==> src/design/stna_pkg.sv <==
`timescale 1ns / 1ps
// ----------------------------------------------------------------------------
// stna_pkg
// Shared types and constants for the seconds/nanoseconds timestamp ALU.
// ----------------------------------------------------------------------------
package stna_pkg;

  localparam int SEC_BITS_DEF = 48;
  localparam int NSEC_W       = 30;
  localparam int FREQ_W       = 33;
  localparam int DIV_W        = 32;
  localparam int REM_W        = DIV_W + 1;
  localparam int PROD_W       = FREQ_W + NSEC_W;

  localparam logic [NSEC_W-1:0] NS_PER_SEC = NSEC_W'(1000000000);
  localparam logic [NSEC_W-1:0] NSEC_MAX   = NSEC_W'(999999999);
  localparam logic [FREQ_W-1:0] FREQ_RESET = FREQ_W'(1000000000);

  typedef enum logic [2:0] {
    CMD_ADD = 3'd0,
    CMD_SUB = 3'd1,
    CMD_CMP = 3'd2,
    CMD_DIV = 3'd3,
    CMD_CYC = 3'd4
  } cmd_t;

endpackage

==> src/design/stna_div_step.sv <==
`timescale 1ns / 1ps
// ----------------------------------------------------------------------------
// stna_div_step
// One restoring division step: shifts one dividend bit into the partial
// remainder and one quotient bit into the low end of the dividend word.
// ----------------------------------------------------------------------------
module stna_div_step #(
  parameter int DQ_W = 48
) (
  input  logic                         act,
  input  logic [stna_pkg::REM_W-1:0]   rem_in,
  input  logic [DQ_W-1:0]              dq_in,
  input  logic [stna_pkg::DIV_W-1:0]   dv,
  output logic [stna_pkg::REM_W-1:0]   rem_out,
  output logic [DQ_W-1:0]              dq_out
);

  logic [stna_pkg::REM_W-1:0] trial;
  logic                       ge;

  // partial remainder stays below the divisor, so the shifted value fits
  assign trial = {rem_in[stna_pkg::REM_W-2:0], dq_in[DQ_W-1]};
  assign ge    = trial >= {1'b0, dv};

  always_comb begin
    if (act) begin
      rem_out = ge ? (trial - {1'b0, dv}) : trial;
      dq_out  = {dq_in[DQ_W-2:0], ge};
    end else begin
      rem_out = rem_in;
      dq_out  = dq_in;
    end
  end

endmodule

==> config.mk <==
export PLATFORM = sky130hd
export DESIGN_NAME = stna_div_step
export DESIGN_NICKNAME = d
export VERILOG_FILES = /design/src/design/stna_pkg.sv /design/src/design/stna_div_step.sv
export SDC_FILE = /design/constraint.sdc
export NUM_CORES = 1
export LEC_CHECK = 0
export BUFFER_PORTS_ARGS = -buffer_cell sky130_fd_sc_hd__buf_4
export CAP_MARGIN = 40
export CORE_ASPECT_RATIO = 0.8
export CORE_MARGIN = 5
export CORE_UTILIZATION = 40
export DETAILED_ROUTE_END_ITERATION = 7
export PLACE_DENSITY = 0.75
export SLEW_MARGIN = 20
export SYNTH_ARGS = -nofsm -noshare
export SYNTH_HDL_FRONTEND = slang
export SYNTH_SLANG_ARGS = --single-unit
==> constraint.sdc <==
create_clock -name vclk -period 5
set_input_delay 0.75 -clock vclk [all_inputs]
set_output_delay 0.75 -clock vclk [all_outputs]
set_load 0.01 [all_outputs]
==> results of run 1 <==
worst max path at each step:
stage	start	end	slack (ns)	cells after the start
after floorplan	dq_in[47]	rem_out[30]	1.27	12
after global placement	dq_in[47]	rem_out[32]	0.75	14
after detailed placement	dv[1]	rem_out[18]	0.72	13
after CTS	dq_in[47]	rem_out[32]	0.71	14
after global routing	dq_in[47]	rem_out[32]	0.46	14
final	dq_in[47]	rem_out[32]	0.70	14
per-stage QoR:
stage | hold WS (ns) | setup WS (ns) | cell area [sq um] | instances | util
final | 1.818 | 0.7019 | 4788 | 754 | 0.5998
after global routing | 1.831 | 0.4561 | 4788 | 754 | 0.5998
after CTS | 1.819 | 0.7067 | 4788 | 754 | 0.5998
after detailed placement | 1.819 | 0.7238 | 4788 | 754 | 0.5998
after global placement | 1.815 | 0.7525 | 4788 | 754 | 0.5998
after floorplan | 1.635 | 1.267 | 3282 | 470 | -
critical path, delay by kind of cell:
kind | cells | cell delay, ns
buffers and inverters | 4 | 0.39
AO/OA/AOI/OAI | 8 | 1.82
adder cells (fa/ha/maj) | 2 | 0.58
power by group:
group          internal (W)  switching, W
clock network             0             0
logic              0.000316      0.000324
registers                 0             0
per-layer routing:
layer	GRT usage	part of all wire	vias up
met5	0	0	-
met4	0.05471	0.026	0
met3	0.04385	0.070	16
met2	0.4342	0.49	147
met1	0.3000	0.41	1895
li1	-	-	2062
cell usage after synthesis, types with 2 or more instances:
master     instances  share of area
o22ai_1            2         0.0038
nor2_1            36          0.041
a211oi_1           6          0.014
and2_1             2         0.0038
nand4_1            9          0.017
o211a_1            2         0.0061
o21a_1             6          0.014
o21ai_0           26          0.040
o21bai_1           6          0.014
o21ai_1            2         0.0031
clkbuf_1          14          0.016
nand2_1           36          0.041
nor3_1             3         0.0046
nor4_1             4         0.0076
a21oi_2            2         0.0053
mux2i_1           24          0.073
nand3_1            8          0.012
nor2b_1            5         0.0095
xnor2_1           21          0.056
and3_1             6          0.011
nand2b_1           3         0.0057
xor2_1             6          0.016
inv_1             49          0.056
a21oi_1           59          0.090
buf_2              3         0.0046
a211o_1            2         0.0053
a2bb2oi_1          5          0.013
ha_1              32           0.12
o31ai_1            2         0.0046
a31oi_1            2         0.0038
mux2_2            48           0.16
buf_6              5          0.017
a21o_1            12          0.027
o2111ai_1          2         0.0053
cell families (layout without fill, tap and decap cells):
family	Yosys count	after routing
multiplexers	72	72
AND/OR/NAND/NOR	117	117
AO/OA/AOI/OAI	150	150
adder cells (fa/ha/maj)	33	33
XOR/XNOR	27	27
buffers and inverters	71	247
layout make-up:
cell class         instances  area, sq um
repair buffers           198         1486
multi-input cells        399         2983
well taps                108        135.1
inverters                 49        183.9
fillers                  770         3194
==> results.cfg, run 1 <==
[synth]
syn-num-nets = 617
synth_top_family_by_area = compound AO/OA/AOI/OAI gates
synth_area_sq_um = 3282
synth_xor_area_frac = 0.07205
synthAdderAreaFrac = 0.1281
muxShareOfSynthArea = 0.2379
avgSynthCellArea_sq_um = 6.983
synth_cell_type_count = 54
yosys_warnings = 0
synth_seq_area_share = 0
netlist_instances = 470
synth-compound-area-share = 0.2989
yosys.area_share.simple = 0.1693

[setup_path]
crit_required_ns = 4.25
slowest_stage = a221oi_2
path_max_fanout = 5
critPathKind = in2out
startpoint_type = primary input
path_cells = buf_4, inv_1, ha_1, inv_1, fa_1, a21o_1, a221oi_2, a211o_1, a21oi_1, a211oi_1, o21a_1, a41oi_2, o31ai_1, buf_4
critical_path_arrival_ns = 3.55
worstSetupEndpointType = output port
max_stage_delay_ns = 0.44

[finish]
finalNetCount = 795
mostFrequentLayoutCells = buf_4 (198), a21oi_1 (59), inv_1 (49)
layout_commonest_cell = buf_4
drive_gt1_frac = 0.3978
antennaDiodeCount = 0
final.clkbuf_count = 0
area_delta_synth_final_pct = 45.90
n_sequential_cell = 0
regArea_sq_um = 0

[grt]
grt_pass1_vias = 4106
grt_max_degree = 76
track_usage = 0.2413
grt_antenna_before_repair = 0
grt_pass1_wl_mm = 20.98
overflow = 0

[die]
die_w_microns = 111.3
coreArea_sq_um = 7983
initial_utilization = 0.4111
die_h_microns = 91.02
rows = 29
ioPinCount = 195
die_area_sq_um = 10130

[route]
wl_mm = 13.12
drc = 0
firstDrtPassIters = 4
num_vias = 4120
ant_nets = 0
detail_route.wl_per_cell_microns = 17.40
first_iter_violations = 211
detail_route.vias_per_cell = 5.464

[power_and_ir_drop]
powerDensity_nw_per_um2 = 133.7
power_w = 0.0006400
p_leak_nw = 2.494
ir_worst_vdd_v = 0.00007766

[sta]
tightest_slew_ns = 0.7647
min_period_ns = 4.298
hold_viol_final = 0
slew_violations = 0
fmax_ghz = 0.2327
setup_viol = 0
fin_crit_sh = 0.8596
rsz0062_at_grt = false
setup-tns-final_ns = 0
max_slew_margin = 0.4902

[placement]
port_buffers = 195
routabilityCongestion = 0.8926
dp_hpwl_mm = 11.27

[clock_tree]
post_cts_buffers = 0
cts_resized = 0
ctsHoldBuffers = 0

[worst_hold_path]
hp-class = in2out
worstHoldEndpoint = dq_out[14]
min_path_cells = 3
min_from = dq_in[13]

[run_status]
run_status = completed

[run]
maxCapViolations = 0
Power figures use the tool's default switching activity.
==> run 2, diff against run 1 <==
- CORE_UTILIZATION: 40 -> 50
- PLACE_DENSITY: 0.75 -> 0.9
- TNS_END_PERCENT: unset -> 10
==> run 2 against run 1 <==
  * Hold slack improved by 0.0013 ns
  * Combinational power rose by 0.6%
  * Non-clock buffer count did not move
  * Via count rose by 3.0%
  * Setup slack got worse by 0.17 ns
  * Maximum frequency fell by 3.8%
  * Cell area fell by 0.63%
  * Utilization rose by 15 points
  * Sequential share of layout area did not move
  * Flip-flop and latch count did not move
  * Critical path depth did not move
==> results.cfg, run 2 (same netlist as run 1, synthesis figures left out) <==
[run_status]
run_status = completed

[finish]
finalNetCount = 795
layout_commonest_cell = buf_4
antennaDiodeCount = 0
drive_gt1_frac = 0.3978
fin_cells = 730
nFillCells = 498
area_delta_synth_final_pct = 44.99
n_sequential_cell = 0
final_util = 0.7463
mostFrequentLayoutCells = buf_4 (198), a21oi_1 (59), inv_1 (49)
regArea_sq_um = 0
final.clkbuf_count = 0

[placement]
port_buffers = 195
routabilityCongestion = 0.9463
dp_hpwl_mm = 11.23
dp_cells = 730

[clock_tree]
ctsHoldBuffers = 0
cts_resized = 0
post_cts_buffers = 0

[sta]
fmax_ghz = 0.2239
max_slew_margin = 0.4959
setup_viol = 0
min_period_ns = 4.467
setup-tns-final_ns = 0
whs_ns = 1.819
tightest_slew_ns = 0.7562
slew_violations = 0
rsz0062_at_grt = false
hold_viol_final = 0
fin_crit_sh = 0.8934

[route]
wl_met2_mm = 6.571
ant_nets = 0
wl_met1_mm = 4.781
firstDrtPassIters = 8
first_iter_violations = 237
detail_route.vias_per_cell = 5.811
dr.max_layer_used = met4
num_vias = 4242
detail_route.wl_per_cell_microns = 17.89
drc = 0
wl_met3_mm = 1.220
wl_mm = 13.06

[die]
die_h_microns = 82.47
ioPinCount = 195
die_w_microns = 100.6
rows = 26
coreArea_sq_um = 6376
initial_utilization = 0.5147
die_area_sq_um = 8294

[setup_path]
slowest_stage = a221oi_2
path_cells = buf_4, inv_1, ha_1, inv_1, fa_1, a21o_1, a221oi_2, a211o_1, a21oi_1, a211oi_1, o21a_1, a41oi_2, o31ai_1, buf_4
max_stage_delay_ns = 0.46
path_delay_family = compound AO/OA/AOI/OAI gates
path_max_fanout = 5
crit_required_ns = 4.25
critical_path_arrival_ns = 3.72
critPathKind = in2out
startpoint_type = primary input
crit_buf_inv = 4
worstSetupEndpointType = output port

[power_and_ir_drop]
clkPwrFrac = 0
ir_worst_vdd_v = 0.00008714
netSwitchingPower_w = 0.0003275
p_sw_frac = 0.5085
p_leak_nw = 2.494
p_comb_frac = 1.000
power.share.sequential = 0
powerDensity_nw_per_um2 = 135.3
p_int_w = 0.0003165

[worst_hold_path]
min_path_cells = 4
hp-class = in2out
min_from = dq_in[46]
worstHoldEndpoint = dq_out[47]

[grt]
grt_pass1_wl_mm = 20.02
grt_pass1_vias = 4179
grt_antenna_before_repair = 0
track_usage = 0.2959
grt_max_degree = 71
overflow = 0

[run]
maxCapViolations = 0
## run 2: area by class of cell
type	count	area, sq um	area share
multi-input combinational	399	2983	0.6269
timing repair buffer	198	1486	0.3124
inverter	49	183.9	0.03865
tap	84	105.1	0.02209
## run 2: worst max path at each step
stage / startpoint / endpoint / depth (start not counted)
6_report: dq_in[47] / rem_out[32] / 14
3_5_place_dp: dq_in[47] / rem_out[32] / 14
4_1_cts: dq_in[47] / rem_out[32] / 14
3_3_place_gp: dq_in[47] / rem_out[32] / 14
2_1_floorplan: dq_in[47] / rem_out[30] / 12
5_1_grt: dq_in[47] / rem_out[32] / 14
## run 2: power by group through the flow
stage / Sequential, W / Combinational (W) / Clock [W]
after floorplan: 0 / 0.000380 / 0
after global placement: 0 / 0.000620 / 0
after detailed placement: 0 / 0.000637 / 0
after CTS: 0 / 0.000640 / 0
after global routing: 0 / 0.000697 / 0
final: 0 / 0.000644 / 0
## run 2: stage by stage
step / power (W) / area [sq um] / setup slack, ns
after floorplan: 0.0003804 / 3282 / 1.267
after global placement: 0.0006203 / 4758 / 0.6612
after detailed placement: 0.0006365 / 4758 / 0.6093
after CTS: 0.0006395 / 4758 / 0.5931
after global routing: 0.0006968 / 4758 / 0.4244
final: 0.0006440 / 4758 / 0.5331
## run 2: worst min-delay path: cells and delay by family
kind | cells | cell delay [ns]
AOI/OAI and AO/OA | 1 | 0.06
and+or+nand+nor | 1 | 0.04
buffers and inverters | 2 | 0.21
## run 2: per-layer routing
metal	up-vias	global-route usage
met5	-	0
met4	0	0.1036
met3	29	0.04870
met2	220	0.5637
met1	1922	0.3337
li1	2071	-
